===== src/rtl/core/pfe_pkg.sv =====
// shared types, constants and helper functions of the playfair digraph encryptor
package pfe_pkg;

	localparam int SQ_SIDE  = 5;
	localparam int SQ_CELLS = 25;
	localparam int LETTERS  = 26;
	localparam int LTR_W    = 5;
	localparam int CELL_W   = 5;
	localparam int RC_W     = 3;

	localparam logic [LTR_W-1:0] IDX_I       = 5'd8;
	localparam logic [LTR_W-1:0] IDX_J       = 5'd9;
	localparam logic [LTR_W-1:0] IDX_X       = 5'd23;
	localparam logic [LTR_W-1:0] LAST_LETTER = 5'd25;

	localparam logic [7:0] ASCII_A_UP = 8'h41;
	localparam logic [7:0] ASCII_Z_UP = 8'h5A;
	localparam logic [7:0] ASCII_A_LO = 8'h61;
	localparam logic [7:0] ASCII_Z_LO = 8'h7A;
	localparam logic [7:0] CASE_DIFF  = 8'h20;

	typedef enum logic [1:0] {
		CMD_KEY  = 2'd0,
		CMD_END  = 2'd1,
		CMD_MSG  = 2'd2,
		CMD_NONE = 2'd3
	} cmd_t;

	typedef struct packed {
		logic             ok;
		logic [LTR_W-1:0] idx;
	} letter_t;

	// controller to datapath
	typedef struct packed {
		logic accept;
		logic fill_step;
		logic rd_b;
		logic calc;
		logic rd_o2;
		logic cap2;
		logic emit_second;
	} ctl_cmd_t;

	// datapath to controller
	typedef struct packed {
		logic start_fill;
		logic start_pair;
		logic fill_done;
	} dp_sts_t;

	function automatic letter_t letter_of(input logic [7:0] code);
		letter_t    r;
		logic [7:0] c;
		c = code;
		if (c >= ASCII_A_LO && c <= ASCII_Z_LO) begin
			c = c - CASE_DIFF;
		end
		r.ok  = (c >= ASCII_A_UP) && (c <= ASCII_Z_UP);
		r.idx = LTR_W'(c - ASCII_A_UP);
		if (r.idx == IDX_J) begin
			r.idx = IDX_I;
		end
		return r;
	endfunction

	function automatic logic [RC_W-1:0] row_of(input logic [CELL_W-1:0] p);
		logic [RC_W-1:0] r;
		priority if (p >= CELL_W'(20)) r = 3'd4;
		else if (p >= CELL_W'(15)) r = 3'd3;
		else if (p >= CELL_W'(10)) r = 3'd2;
		else if (p >= CELL_W'(5)) r = 3'd1;
		else r = 3'd0;
		return r;
	endfunction

	function automatic logic [CELL_W-1:0] cell_of(input logic [RC_W-1:0] r,
			input logic [RC_W-1:0] c);
		return {r, 2'b00} + CELL_W'(r) + CELL_W'(c);
	endfunction

	function automatic logic [RC_W-1:0] col_of(input logic [CELL_W-1:0] p);
		return RC_W'(p - cell_of(row_of(p), 3'd0));
	endfunction

	function automatic logic [RC_W-1:0] next_rc(input logic [RC_W-1:0] x);
		return (x == RC_W'(SQ_SIDE - 1)) ? 3'd0 : x + 3'd1;
	endfunction

endpackage


===== src/rtl/core/pfe_ram.sv =====
// generic single-write, single-read ram with registered read data
module pfe_ram #(
	parameter int WIDTH = 5,
	parameter int DEPTH = 25
) (
	input  logic                     clk,
	input  logic                     we,
	input  logic [$clog2(DEPTH)-1:0] waddr,
	input  logic [WIDTH-1:0]         wdata,
	input  logic [$clog2(DEPTH)-1:0] raddr,
	output logic [WIDTH-1:0]         rdata
);

	logic [WIDTH-1:0] mem_q [DEPTH];

	always_ff @(posedge clk) begin
		if (we) begin
			mem_q[waddr] <= wdata;
		end
		rdata <= mem_q[raddr];
	end

endmodule


===== src/rtl/core/pfe_ctrl.sv =====
// controller state machine: accept, square fill walk, lookup sequence, result letters
module pfe_ctrl import pfe_pkg::*; (
	input  logic     clk,
	input  logic     arst_n,
	input  logic     in_valid,
	output logic     in_ready,
	output logic     out_valid,
	input  logic     out_ready,
	input  dp_sts_t  sts,
	output ctl_cmd_t cmd
);

	typedef enum logic [8:0] {
		ST_IDLE  = 9'b000000001,
		ST_FILL  = 9'b000000010,
		ST_RDA   = 9'b000000100,
		ST_RDB   = 9'b000001000,
		ST_CALC  = 9'b000010000,
		ST_RD2   = 9'b000100000,
		ST_CAP2  = 9'b001000000,
		ST_EMIT1 = 9'b010000000,
		ST_EMIT2 = 9'b100000000
	} state_t;

	state_t state_q, state_d;
	logic   fire;

	assign in_ready  = (state_q == ST_IDLE);
	assign fire      = in_valid && in_ready;
	assign out_valid = (state_q == ST_EMIT1) || (state_q == ST_EMIT2);

	assign cmd.accept      = fire;
	assign cmd.fill_step   = (state_q == ST_FILL);
	assign cmd.rd_b        = (state_q == ST_RDB);
	assign cmd.calc        = (state_q == ST_CALC);
	assign cmd.rd_o2       = (state_q == ST_RD2);
	assign cmd.cap2        = (state_q == ST_CAP2);
	assign cmd.emit_second = (state_q == ST_EMIT2);

	always_comb begin
		state_d = state_q;
		unique case (state_q)
			ST_IDLE: begin
				if (fire && sts.start_fill) begin
					state_d = ST_FILL;
				end else if (fire && sts.start_pair) begin
					state_d = ST_RDA;
				end
			end
			ST_FILL: begin
				if (sts.fill_done) begin
					state_d = ST_IDLE;
				end
			end
			ST_RDA:  state_d = ST_RDB;
			ST_RDB:  state_d = ST_CALC;
			ST_CALC: state_d = ST_RD2;
			ST_RD2:  state_d = ST_CAP2;
			ST_CAP2: state_d = ST_EMIT1;
			ST_EMIT1: begin
				if (out_ready) begin
					state_d = ST_EMIT2;
				end
			end
			ST_EMIT2: begin
				if (out_ready) begin
					state_d = ST_IDLE;
				end
			end
			default: state_d = ST_IDLE;
		endcase
	end

	always_ff @(posedge clk or negedge arst_n) begin
		if (!arst_n) begin
			state_q <= ST_IDLE;
		end else begin
			state_q <= state_d;
		end
	end

endmodule


===== src/rtl/core/pfe_datapath.sv =====
// datapath: key square and letter position rams, pairing, digraph lookup
module pfe_datapath import pfe_pkg::*; (
	input  logic        clk,
	input  logic        arst_n,
	input  ctl_cmd_t    cmd,
	output dp_sts_t     sts,
	input  logic [1:0]  in_cmd,
	input  logic [7:0]  in_char,
	input  logic        in_last,
	output logic [6:0]  out_letter,
	output logic        out_end
);

	letter_t            ltr;
	cmd_t               kind;
	logic [LETTERS-1:0] used_q, used_d;
	logic [LTR_W-1:0]   fill_q, fill_d, fill_w;
	logic               key_ready_q, key_ready_d;
	logic               holding_q, holding_d;
	logic [LTR_W-1:0]   held_q, held_d;
	logic [LTR_W-1:0]   fill_ltr_q;
	logic               pl_en, pl_we;
	logic [LTR_W-1:0]   pl_v;
	logic               pair_go;
	logic [LTR_W-1:0]   pair_a, pair_b;
	logic               pair_end;
	logic [LTR_W-1:0]   a_q, b_q;
	logic               end_q;
	logic [CELL_W-1:0]  p1_q, o2_q, o1, o2;
	logic [LTR_W-1:0]   l1_q, l2_q;
	logic [CELL_W-1:0]  pos_rdata, pos_raddr, ks_raddr;
	logic [LTR_W-1:0]   ks_rdata;
	logic [RC_W-1:0]    r1, c1, r2, c2;

	assign ltr  = letter_of(in_char);
	assign kind = cmd_t'(in_cmd);

	always_comb begin
		used_d      = used_q;
		fill_d      = fill_q;
		key_ready_d = key_ready_q;
		holding_d   = holding_q;
		held_d      = held_q;
		pl_en       = 1'b0;
		pl_v        = ltr.idx;
		pair_go     = 1'b0;
		pair_a      = held_q;
		pair_b      = IDX_X;
		pair_end    = 1'b1;
		unique case (kind)
			CMD_KEY: begin
				if (key_ready_q) begin
					used_d      = '0;
					fill_d      = '0;
					key_ready_d = 1'b0;
					holding_d   = 1'b0;
					held_d      = '0;
				end
				pl_en = ltr.ok;
			end
			CMD_MSG: begin
				if (key_ready_q) begin
					if (!ltr.ok) begin
						if (in_last && holding_q) begin
							pair_go   = 1'b1;
							holding_d = 1'b0;
						end
					end else if (holding_q) begin
						pair_go   = 1'b1;
						pair_b    = ltr.idx;
						pair_end  = in_last;
						holding_d = 1'b0;
					end else if (in_last) begin
						pair_go = 1'b1;
						pair_a  = ltr.idx;
					end else begin
						held_d    = ltr.idx;
						holding_d = 1'b1;
					end
				end
			end
			CMD_END, CMD_NONE: ;
			default: ;
		endcase
		if (!cmd.accept) begin
			used_d      = used_q;
			fill_d      = fill_q;
			key_ready_d = key_ready_q;
			holding_d   = holding_q;
			held_d      = held_q;
			pl_en       = 1'b0;
		end
		if (cmd.fill_step) begin
			pl_en = (fill_ltr_q != IDX_J);
			pl_v  = fill_ltr_q;
			if (fill_ltr_q == LAST_LETTER) begin
				key_ready_d = 1'b1;
			end
		end
		fill_w = fill_d;
		pl_we  = pl_en && (fill_d < LTR_W'(SQ_CELLS)) && !used_d[pl_v];
		if (pl_we) begin
			used_d[pl_v] = 1'b1;
			fill_d       = fill_d + 5'd1;
		end
	end

	assign sts.start_fill = (kind == CMD_END) && !key_ready_q;
	assign sts.start_pair = pair_go;
	assign sts.fill_done  = (fill_ltr_q == LAST_LETTER);

	always_ff @(posedge clk or negedge arst_n) begin
		if (!arst_n) begin
			used_q      <= '0;
			fill_q      <= '0;
			key_ready_q <= 1'b0;
			holding_q   <= 1'b0;
			held_q      <= '0;
			fill_ltr_q  <= '0;
		end else begin
			used_q      <= used_d;
			fill_q      <= fill_d;
			key_ready_q <= key_ready_d;
			holding_q   <= holding_d;
			held_q      <= held_d;
			if (cmd.accept) begin
				fill_ltr_q <= '0;
			end else if (cmd.fill_step) begin
				fill_ltr_q <= fill_ltr_q + 5'd1;
			end
		end
	end

	// pair operands, lookup results
	always_ff @(posedge clk) begin
		if (cmd.accept && pair_go) begin
			a_q   <= pair_a;
			b_q   <= (pair_b == pair_a) ? IDX_X : pair_b;
			end_q <= pair_end;
		end
		if (cmd.rd_b) begin
			p1_q <= pos_rdata;
		end
		if (cmd.calc) begin
			o2_q <= o2;
		end
		if (cmd.rd_o2) begin
			l1_q <= ks_rdata;
		end
		if (cmd.cap2) begin
			l2_q <= ks_rdata;
		end
	end

	assign r1 = row_of(p1_q);
	assign c1 = col_of(p1_q);
	assign r2 = row_of(pos_rdata);
	assign c2 = col_of(pos_rdata);

	always_comb begin
		priority if (r1 == r2) begin
			o1 = cell_of(r1, next_rc(c1));
			o2 = cell_of(r2, next_rc(c2));
		end else if (c1 == c2) begin
			o1 = cell_of(next_rc(r1), c1);
			o2 = cell_of(next_rc(r2), c2);
		end else begin
			o1 = cell_of(r1, c2);
			o2 = cell_of(r2, c1);
		end
	end

	assign pos_raddr = cmd.rd_b ? b_q : a_q;
	assign ks_raddr  = cmd.rd_o2 ? o2_q : o1;

	pfe_ram #(
		.WIDTH (CELL_W),
		.DEPTH (LETTERS)
	) u_pos_ram (
		.clk   (clk),
		.we    (pl_we),
		.waddr (pl_v),
		.wdata (fill_w),
		.raddr (pos_raddr),
		.rdata (pos_rdata)
	);

	pfe_ram #(
		.WIDTH (LTR_W),
		.DEPTH (SQ_CELLS)
	) u_key_ram (
		.clk   (clk),
		.we    (pl_we),
		.waddr (fill_w),
		.wdata (pl_v),
		.raddr (ks_raddr),
		.rdata (ks_rdata)
	);

	assign out_letter = ASCII_A_UP[6:0] + 7'(cmd.emit_second ? l2_q : l1_q);
	assign out_end    = cmd.emit_second && end_q;

endmodule


===== src/rtl/core/playfair_digraph_encryptor.sv =====
// top level of the playfair digraph encryptor: controller, datapath and port wiring
//
// channel  direction  fields
// s_axis   in         tdata: char_code, tuser: command, tlast: message_last
// m_axis   out        tdata: cipher_letter, tuser: message_end, tlast: pair_last
//
// keyword, ignored and held message requests are taken without leaving the idle state
// end of keyword walks all 26 letters, one per cycle, then returns to idle
// a digraph goes through position and square ram lookups (RDA, RDB, CALC, RD2, CAP2), then two letters out
// no request is taken until both letters of a digraph have left
// arst_n clears the used flags, fill count, pending letter and key ready flag
module playfair_digraph_encryptor import pfe_pkg::*; (
	input  logic       clk,
	input  logic       arst_n,
	input  logic       s_axis_tvalid,
	output logic       s_axis_tready,
	input  logic [7:0] s_axis_tdata,  // [7:0] char_code
	input  logic [1:0] s_axis_tuser,  // [1:0] command
	input  logic       s_axis_tlast,
	output logic       m_axis_tvalid,
	input  logic       m_axis_tready,
	output logic [7:0] m_axis_tdata,  // [6:0] cipher_letter, [7] zero
	output logic       m_axis_tuser,  // [0] message_end
	output logic       m_axis_tlast
);

	ctl_cmd_t   cmd;
	dp_sts_t    sts;
	logic [6:0] letter;

	pfe_ctrl u_ctrl (
		.clk       (clk),
		.arst_n    (arst_n),
		.in_valid  (s_axis_tvalid),
		.in_ready  (s_axis_tready),
		.out_valid (m_axis_tvalid),
		.out_ready (m_axis_tready),
		.sts       (sts),
		.cmd       (cmd)
	);

	pfe_datapath u_dp (
		.clk        (clk),
		.arst_n     (arst_n),
		.cmd        (cmd),
		.sts        (sts),
		.in_cmd     (s_axis_tuser),
		.in_char    (s_axis_tdata),
		.in_last    (s_axis_tlast),
		.out_letter (letter),
		.out_end    (m_axis_tuser)
	);

	assign m_axis_tdata = {1'b0, letter};
	assign m_axis_tlast = cmd.emit_second;

	a_no_take_while_out : assert property (@(posedge clk) disable iff (!arst_n)
		m_axis_tvalid |-> !s_axis_tready)
		else $error("request taken while a result is pending");

	a_end_on_second : assert property (@(posedge clk) disable iff (!arst_n)
		m_axis_tvalid && !m_axis_tlast |-> !m_axis_tuser)
		else $error("message end on first letter of a pair");

	a_pair_closes : assert property (@(posedge clk) disable iff (!arst_n)
		m_axis_tvalid && m_axis_tready && m_axis_tlast |=> !m_axis_tvalid)
		else $error("result after second letter of a pair");

	a_first_then_second : assert property (@(posedge clk) disable iff (!arst_n)
		m_axis_tvalid && m_axis_tready && !m_axis_tlast |=> m_axis_tvalid && m_axis_tlast)
		else $error("second letter of a pair missing");

endmodule


===== config.mk =====
export PLATFORM = sky130hd
export DESIGN_NAME = playfair_digraph_encryptor
export DESIGN_NICKNAME = d
export VERILOG_FILES = /design/src/rtl/core/pfe_pkg.sv /design/src/rtl/core/pfe_ram.sv /design/src/rtl/core/pfe_ctrl.sv /design/src/rtl/core/pfe_datapath.sv /design/src/rtl/core/playfair_digraph_encryptor.sv
export SDC_FILE = /design/constraint.sdc
export NUM_CORES = 1
export LEC_CHECK = 0
export ABC_AREA = 1
export BUFFER_PORTS_ARGS = -buffer_cell sky130_fd_sc_hd__buf_2
export CAP_MARGIN = 20
export CORE_AREA = 2 2 243 185
export CTS_CLUSTER_DIAMETER = 120
export DETAILED_ROUTE_END_ITERATION = 12
export DIE_AREA = 0 0 245 187
export GPL_TIMING_DRIVEN = 0
export PLACE_DENSITY = 0.51
export SYNTH_ARGS = -nofsm -noshare
export SYNTH_HDL_FRONTEND = slang
export SYNTH_SLANG_ARGS = --single-unit

===== constraint.sdc =====
create_clock -name clk -period 10 [get_ports clk]
set_input_delay 0.5 -clock clk [delete_from_list [all_inputs] [get_ports clk]]
set_output_delay 0.5 -clock clk [all_outputs]
set_load 0.01 [all_outputs]

Word level (Yosys, flattened, before mapping)
Memories as Yosys holds them, arrays and structs flattened. A register that Yosys moved wholly into a read port is not among the register bits.
Cells that the tools add are included.
{ "op_classes": {"add_sub_neg": 21, "order_cmp": 15, "eq_ne": 31, "mux": 79, "bitwise_logic": 1, "n_reduce_logical": 21} }
{ "ops": {"columns": ["cell", "n"], "rows": [
  ["5-bit 2-to-1 mux", 29],
  ["26-bit 2-to-1 mux", 4],
  ["9-bit one-hot mux with 9 select lines", 1],
  ["5-bit by 3-bit adder with 5-bit output", 10],
  ["9-bit 2-to-1 mux", 5],
  ["3-bit 2-to-1 mux", 10],
  ["26-bit bitwise OR", 1],
  ["1-bit 2-to-1 mux", 25],
  ["5-bit by 4-bit greater-or-equal comparator with 1-bit output, second input constant", 4],
  ["8-bit by 7-bit greater-or-equal comparator with 1-bit output, second input constant", 2],
  ["8-bit by 7-bit <= comparator with 1-bit output, second input constant", 2],
  ["3-bit by 1-bit adder with 3-bit output, second input constant", 4],
  ["3-bit equality test, second input constant", 4],
  ["1-bit logical AND", 11],
  ["5-bit by 1-bit adder with 5-bit output, second input constant", 2],
  ["5-bit by 3-bit greater-or-equal comparator with 1-bit output, second input constant", 2],
  ["5-bit greater-or-equal comparator, second input constant", 2],
  ["5-bit one-hot mux with 2 select lines", 1],
  ["9-bit by 1-bit equality test with 1-bit output, second input constant", 1],
  ["9-bit by 2-bit equality test with 1-bit output, second input constant", 1],
  ["9-bit by 3-bit equality test with 1-bit output, second input constant", 1],
  ["9-bit by 4-bit equality test with 1-bit output, second input constant", 1],
  ["9-bit by 5-bit equality test with 1-bit output, second input constant", 1],
  ["9-bit by 6-bit equality test with 1-bit output, second input constant", 1],
  ["other kinds (32)", 43]
]} }
{ "word_totals": {"regBits": 83, "ramBits": 255, "inputBits": 15, "out_inout_bits": 12, "elab_cells": 184, "mem_count": 2} }
{ "mem_list": {"columns": ["name", "depth", "width", "read_ports", "rd_ports_with_merged_regs", "write_ports", "line", "rtl"], "rows": [
  ["u_dp.u_pos_ram.mem_q", 26, 5, 1, 1, 1, "pfe_ram.sv:14", "logic [WIDTH-1:0] mem_q [DEPTH];"],
  ["u_dp.u_key_ram.mem_q", 25, 5, 1, 1, 1, "pfe_ram.sv:14", null]
]} }

Logic depth before layout (Yosys ltp)
{ "depth": {"word_depth": 13, "ltp_mapped": 30, "ltp_nobuf": 29} }

Cells and area by module
Synthesis repeated with hierarchy kept, for this count alone.
{ "hier_totals": {"cells_unflattened": 1898, "area_unflattened_um2": 17737.0} }
{ "by_module_without_submodules": {"columns": ["mod", "instances", "cells_each", "area_each_um2", "seq_area_each_um2"], "rows": [
  ["pfe_datapath", 1, 762, 5836.8, 2006.9],
  ["pfe_ram (u_dp.u_pos_ram)", 1, 516, 5662.9, 4003.8],
  ["pfe_ram (u_dp.u_key_ram)", 1, 528, 5556.6, 3853.7],
  ["pfe_ctrl", 1, 90, 669.4, 226.5],
  ["playfair_digraph_encryptor", 1, 2, 11.3, 0.0]
]} }

Worst setup path after synthesis
OpenSTA, ideal clock, no wires.
{ "synth_path": {"path_type": "register -> register", "from": "register u_dp.p1_q[2]", "to": "register u_dp.u_key_ram.rdata[0], read port of u_dp.u_key_ram.mem_q", "setup_time_ns": 0.113, "arrival_ns": 4.147, "required_ns": 9.887, "setup_slack_ns": 5.740, "path_stages_with_launch": 28, "path_buffers": 1, "synth_period_minus_slack_ns": 4.260, "cell_sequence": "edfxtp_1 > nor2_1 > nand2_1 > nand2_1 > nand2_1 > nand2_1 > nand2_1 > inv_1 > ha_1 > inv_1 > fa_1 > xor2_1 > inv_1 > nand3_1 > nand2_1 > fa_1 > inv_1 > fa_1 > nand2_1 > nand3_1 > nand3_1 > o21ai_2 > clkbuf_1 > nand3_1 > nand3_1 > nand2_1 > nand2_1 > nand2_1"} }
{ "synth_via": {"elab_chain_cells": 12, "word_cells_on_any_way": 25, "cone_classes": "add/sub (8); order compare (4); eq/ne (4); mux (9)"} }
{ "synth_rtl": {"columns": ["item", "line", "rtl"], "rows": [
  ["start, declared", "pfe_datapath.sv:29", "logic [CELL_W-1:0] p1_q, o2_q, o1, o2;"],
  ["start signal, assigned", "pfe_datapath.sv:142", "p1_q <= pos_rdata;"],
  ["5-bit by 3-bit greater-or-equal comparator with 1-bit output", "pfe_pkg.sv:72", "else if (p >= CELL_W'(5)) r = 3'd1;"],
  ["1-bit 2-to-1 mux", "pfe_pkg.sv:72", null],
  ["3-bit 2-to-1 mux", "pfe_pkg.sv:71", "else if (p >= CELL_W'(10)) r = 3'd2;"],
  ["3-bit 2-to-1 mux", "pfe_pkg.sv:70", "else if (p >= CELL_W'(15)) r = 3'd3;"],
  ["3-bit 2-to-1 mux", "pfe_pkg.sv:69", "priority if (p >= CELL_W'(20)) r = 3'd4;"],
  ["5-bit by 3-bit adder with 5-bit output (tied with other cells)", "pfe_pkg.sv:79", "return {r, 2'b00} + CELL_W'(r) + CELL_W'(c);"],
  ["3-bit subtractor / 3-bit 2-to-1 mux (equally long branches)", "pfe_pkg.sv:83, pfe_pkg.sv:87", null],
  ["3-bit by 1-bit adder with 3-bit output (tied with other cells)", "pfe_pkg.sv:87", "return (x == RC_W'(SQ_SIDE - 1)) ? 3'd0 : x + 3'd1;"],
  ["3-bit 2-to-1 mux / 5-bit by 3-bit adder with 5-bit output (equally long branches)", "pfe_pkg.sv:87, pfe_pkg.sv:79", null],
  ["5-bit by 3-bit adder with 5-bit output / 5-bit 2-to-1 mux (equally long branches)", "pfe_pkg.sv:79, pfe_datapath.sv:164", null],
  ["5-bit 2-to-1 mux (*)", "pfe_datapath.sv:161", "priority if (r1 == r2) begin"],
  ["5-bit 2-to-1 mux (*)", "pfe_datapath.sv:174", "assign ks_raddr = cmd.rd_o2 ? o2_q : o1;"],
  ["end, declared", "pfe_ram.sv:11", "output logic [WIDTH-1:0] rdata"]
]} }
Every way passes the cells marked *; elsewhere a longest branch is shown, timed or not.
A chain may end at the register's enable or synchronous reset.

Worst setup path in the final report
{ "layout_path": {"from": "register u_dp.p1_q[3]", "to": "register u_dp.u_key_ram.rdata[3], read port of u_dp.u_key_ram.mem_q"} }
{ "layout_via": {"elab_chain_cells": 12, "word_cells_on_any_way": 25, "cone_classes": "add/sub (8); order compare (4); eq/ne (4); mux (9)"} }
{ "layout_rtl": {"columns": ["item", "line"], "rows": [
  ["5-bit by 3-bit greater-or-equal comparator with 1-bit output", "pfe_pkg.sv:72"],
  ["1-bit 2-to-1 mux", "pfe_pkg.sv:72"],
  ["3-bit 2-to-1 mux", "pfe_pkg.sv:71"],
  ["3-bit 2-to-1 mux", "pfe_pkg.sv:70"],
  ["3-bit 2-to-1 mux (*)", "pfe_pkg.sv:69"],
  ["5-bit by 3-bit adder with 5-bit output (tied with other cells)", "pfe_pkg.sv:79"],
  ["3-bit subtractor / 3-bit 2-to-1 mux (equally long branches)", "pfe_pkg.sv:83, pfe_pkg.sv:87"],
  ["3-bit by 1-bit adder with 3-bit output (tied with other cells)", "pfe_pkg.sv:87"],
  ["3-bit 2-to-1 mux / 5-bit by 3-bit adder with 5-bit output (equally long branches)", "pfe_pkg.sv:87, pfe_pkg.sv:79"],
  ["5-bit by 3-bit adder with 5-bit output / 5-bit 2-to-1 mux (equally long branches)", "pfe_pkg.sv:79, pfe_datapath.sv:164"],
  ["5-bit 2-to-1 mux (*)", "pfe_datapath.sv:161"],
  ["5-bit 2-to-1 mux (*)", "pfe_datapath.sv:174"]
]} }
Marked as above.

==> impl_metrics.py <==
metrics = {
    "timing": {
        "rsz0062_at_grt": "false",
        "max_slew_margin_pct": 30.3,
        "worstMarginPinSlew_ns": 1.04,
        "final.period_utilization_pct": 54.6,
        "layout_min_cycle_time_ns": 5.46,
        "maxSlewViolCount": 0,
        "max_freq_mhz": 183,
        "tns_ns": 0,
        "skew_ns": 0.0255,
        "setup_violations": 0,
        "hold_viol": 0,
        "fin_ws_ns": 4.54,
    },
    "power": {
        "power.density_nw_per_um2": 196,
        "p_leak_nw": 8.15,
        "peakVddDrop_uv": 112,
        "p_total_mw": 3.81,
    },
    "routing": {
        "firstDrtPassIters": 5,
        "wirelength_um": 45300,
        "drt-met1-wl_um": 23100,
        "via_per_inst": 5.06,
        "route.met2.wl_um": 18600,
        "dr_wl_met3_um": 2860,
        "drc": 0,
        "final_antenna_net_count": 0,
        "vias": 12500,
        "routedWlPerCell_um": 18.3,
        "drt_iter0_markers": 1145,
        "highest_layer": "met4",
    },
    "logic_synthesis": {
        "yosys.area.top_type": "edfxtp_1",
        "syn_area_per_cell_um2": 9.61,
        "synthTopCellsByCount": "nand2_1 (305), edfxtp_1 (286), inv_1 (284), nor2_1 (214), nand3_1 (199)",
        "synth_area_leaders": "edfxtp_1 (50%), dfrtp_1 (7.4%), nand2_1 (6.7%), inv_1 (6.2%), nand3_1 (5.8%)",
        "synthFlopType": "edfxtp_1",
        "synth.yosys.seq_area_share_pct": 58.8,
        "yosysMostFrequentCell": "nand2_1",
        "synth_async_sr_flop_share_pct": 14.9,
        "synth_seq_cells": 348,
        "yosysWarnings": 0,
        "synth_edf_count": 286,
        "synth.distinct_cells": 54,
        "postSynthCellCount": 1787,
        "synth.cell_area_um2": 17200,
        "synth_top_area_share_pct": 50.0,
        "syn-num-nets": 1855,
    },
    "floorplan": {
        "fp.dieH_um": 187,
        "die_w_um": 245,
        "core-area_um2": 43800,
        "initial_core_util_pct": 39.2,
        "fp-row-count": 67,
        "io_pins": 27,
        "die_area_um2": 45800,
    },
    "clock_tree": {
        "post-cts-setup-buffers": 0,
        "clk_latency_ns": 0.56,
        "numClockSinks": 348,
        "clk_path_buf_depth": 3,
        "root_buffer": "clkbuf_16",
        "cts_tree": "built",
        "cts_inserted_buffers": 38,
        "cts_max_level": 2,
        "path_clk_slew_ns": 0.06,
    },
    "critical_path": {
        "r2r_end": "u_dp.u_key_ram.rdata[3]",
        "crit_path_end_kind": "flip-flop",
        "critPathArrivalTime_ns": 5.94,
        "path_class": "flip-flop to flip-flop",
        "worstRegToRegCells": 26,
        "cp_top_family": "adder cells",
        "cp-endpoint": "u_dp.u_key_ram.rdata[3]",
        "crit_buf_inv": 6,
        "crit_top_cell": "nand2_1",
        "crit_start": "u_dp.p1_q[3]",
        "crit_cells": 26,
        "rrSetupSlack_ns": 4.54,
        "critPathMaxFanout": 10,
        "timing.rr.start": "u_dp.p1_q[3]",
        "start_kind": "flip-flop",
        "critPathMaxStageDelay_ns": 0.64,
        "required_ns": 10.48,
        "slowest_stage": "fa_1",
    },
    "grt": {
        "grt_max_degree": 36,
        "grt_usage_pct": 20.0,
        "grt_pass1_vias": 11900,
        "grt_overflow": 0,
        "grt_pass1_wl_um": 69900,
        "antenna_found_initial": 2,
    },
    "status": {
        "status": "finished clean",
    },
    "placement": {
        "io_buffers": 24,
        "post-place-ws_ns": 4.57,
        "gp_congestion": 0.883,
        "dp_hpwl_um": 31600,
    },
    "finish": {
        "syn_to_final_growth_pct": 13.3,
        "fillers": 4154,
        "layout.nets": 1928,
        "drive_gt1_share_pct": 8.15,
    },
    "hold_path": {
        "hold_class": "input pin to flip-flop",
    },
    "flow_run": {
        "cap_violations": 0,
    },
}
[metal layers]
layer / global-route usage [%] / vias to the layer above
met5: 0 / -
met4: 5.25 / 0
li1: - / 6092
met3: 3.67 / 58
met2: 28.4 / 347
met1: 31.1 / 6038
[report_power, final]
group | leakage [nW] | internal [mW] | switching (mW)
combinational | 4.24 | 0.189 | 0.476
sequential | 3.32 | 1.75 | 0.0315
clock | 0.586 | 0.774 | 0.593
total | 8.15 | 2.71 | 1.10
[repair_timing]
item                      CTS  global route
hold endpoints to repair   17             0
gates resized for setup     0             0
hold buffers                1             0
[worst min-delay path by stage]
stage | start | endpoint | cells past startpoint
2_1_floorplan | arst_n | u_ctrl.state_q[1] | 0
3_3_place_gp | u_dp.u_key_ram.rdata[2] | u_dp.l1_q[2] | 0
3_5_place_dp | u_dp.u_key_ram.rdata[3] | u_dp.l2_q[3] | 0
4_1_cts | m_axis_tready | u_ctrl.state_q[7] | 2
5_1_grt | m_axis_tready | u_ctrl.state_q[7] | 2
6_report | m_axis_tready | u_ctrl.state_q[7] | 2
[sequential cells by signal, summed over array words and instances (netlist names), 9 cells and up]
register	flops
u_dp.u_pos_ram.mem_q	130
u_dp.u_key_ram.mem_q	125
u_dp.used_q	26
u_ctrl.state_q	9
[final cells by class]
class / instances / area [um^2] / area share (%)
Antenna cell: 2 / 5.00 / 0.0257
Buffer: 66 / 310 / 1.59
Clock buffer: 51 / 1050 / 5.40
Clock inverter: 19 / 154 / 0.791
Inverter: 295 / 1110 / 5.69
Multi-Input combinational cell: 1078 / 5720 / 29.4
Sequential cell: 348 / 10100 / 51.9
Tap cell: 586 / 733 / 3.77
Timing Repair Buffer: 33 / 290 / 1.49
[layout by cell type, fill, tap and decap left out, drive strengths merged, types with 3 or more instances in the layout]
cell / Yosys / routed
dfxtp: 10 / 10
a21oi: 17 / 17
nand4: 11 / 11
dfrtp: 51 / 51
clkbuf: 41 / 92
o221ai: 21 / 21
xor2: 15 / 15
edfxtp: 286 / 286
clkinvlp: 0 / 3
or2: 6 / 6
xnor2: 8 / 8
a31oi: 6 / 6
nand2: 309 / 309
o21a: 4 / 4
ha: 43 / 43
inv: 291 / 293
o211ai: 10 / 10
nand3b: 22 / 22
fa: 10 / 10
buf: 25 / 57
nand3: 202 / 202
o22ai: 13 / 13
nor3: 15 / 15
nor2: 223 / 223
o21ai: 123 / 123
nor4: 3 / 3
clkinv: 4 / 17
[per-stage QoR]
stage | util [%] | instances | cell area [um^2] | hold WS, ns
final | 44.4 | 2478 | 19500 | 0.166
after global routing | 44.4 | 2478 | 19500 | 0.169
after CTS | 44.3 | 2475 | 19400 | 0.148
after detailed placement | 41.6 | 2404 | 18200 | 0.411
after global placement | 41.1 | 2397 | 18000 | 0.411
after floorplan | - | 1787 | 17200 | 0.204
[logic make-up after synthesis]
kind of cell,share of synthesized area [%]
AO/OA/AOI/OAI,6.90
XOR/XNOR,1.22
adder cells (fa/ha/maj),4.30
buffers and inverters,8.25
flip-flops,58.8
multiplexers,0.182
other,0.0437
AND/OR/NAND/NOR,20.3
[worst reg2reg max path, delay by kind of cell (launching register included)]
kind,cells,cell delay (ns)
and+or+nand+nor,11,1.59
adders and majority gates,4,1.60
AOI/OAI and AO/OA,3,0.55
buffers and inverters,6,0.90
xor gates and xnor gates,2,0.33
DFF,1,0.42
Note: power is estimated with default switching activity, not from simulation.
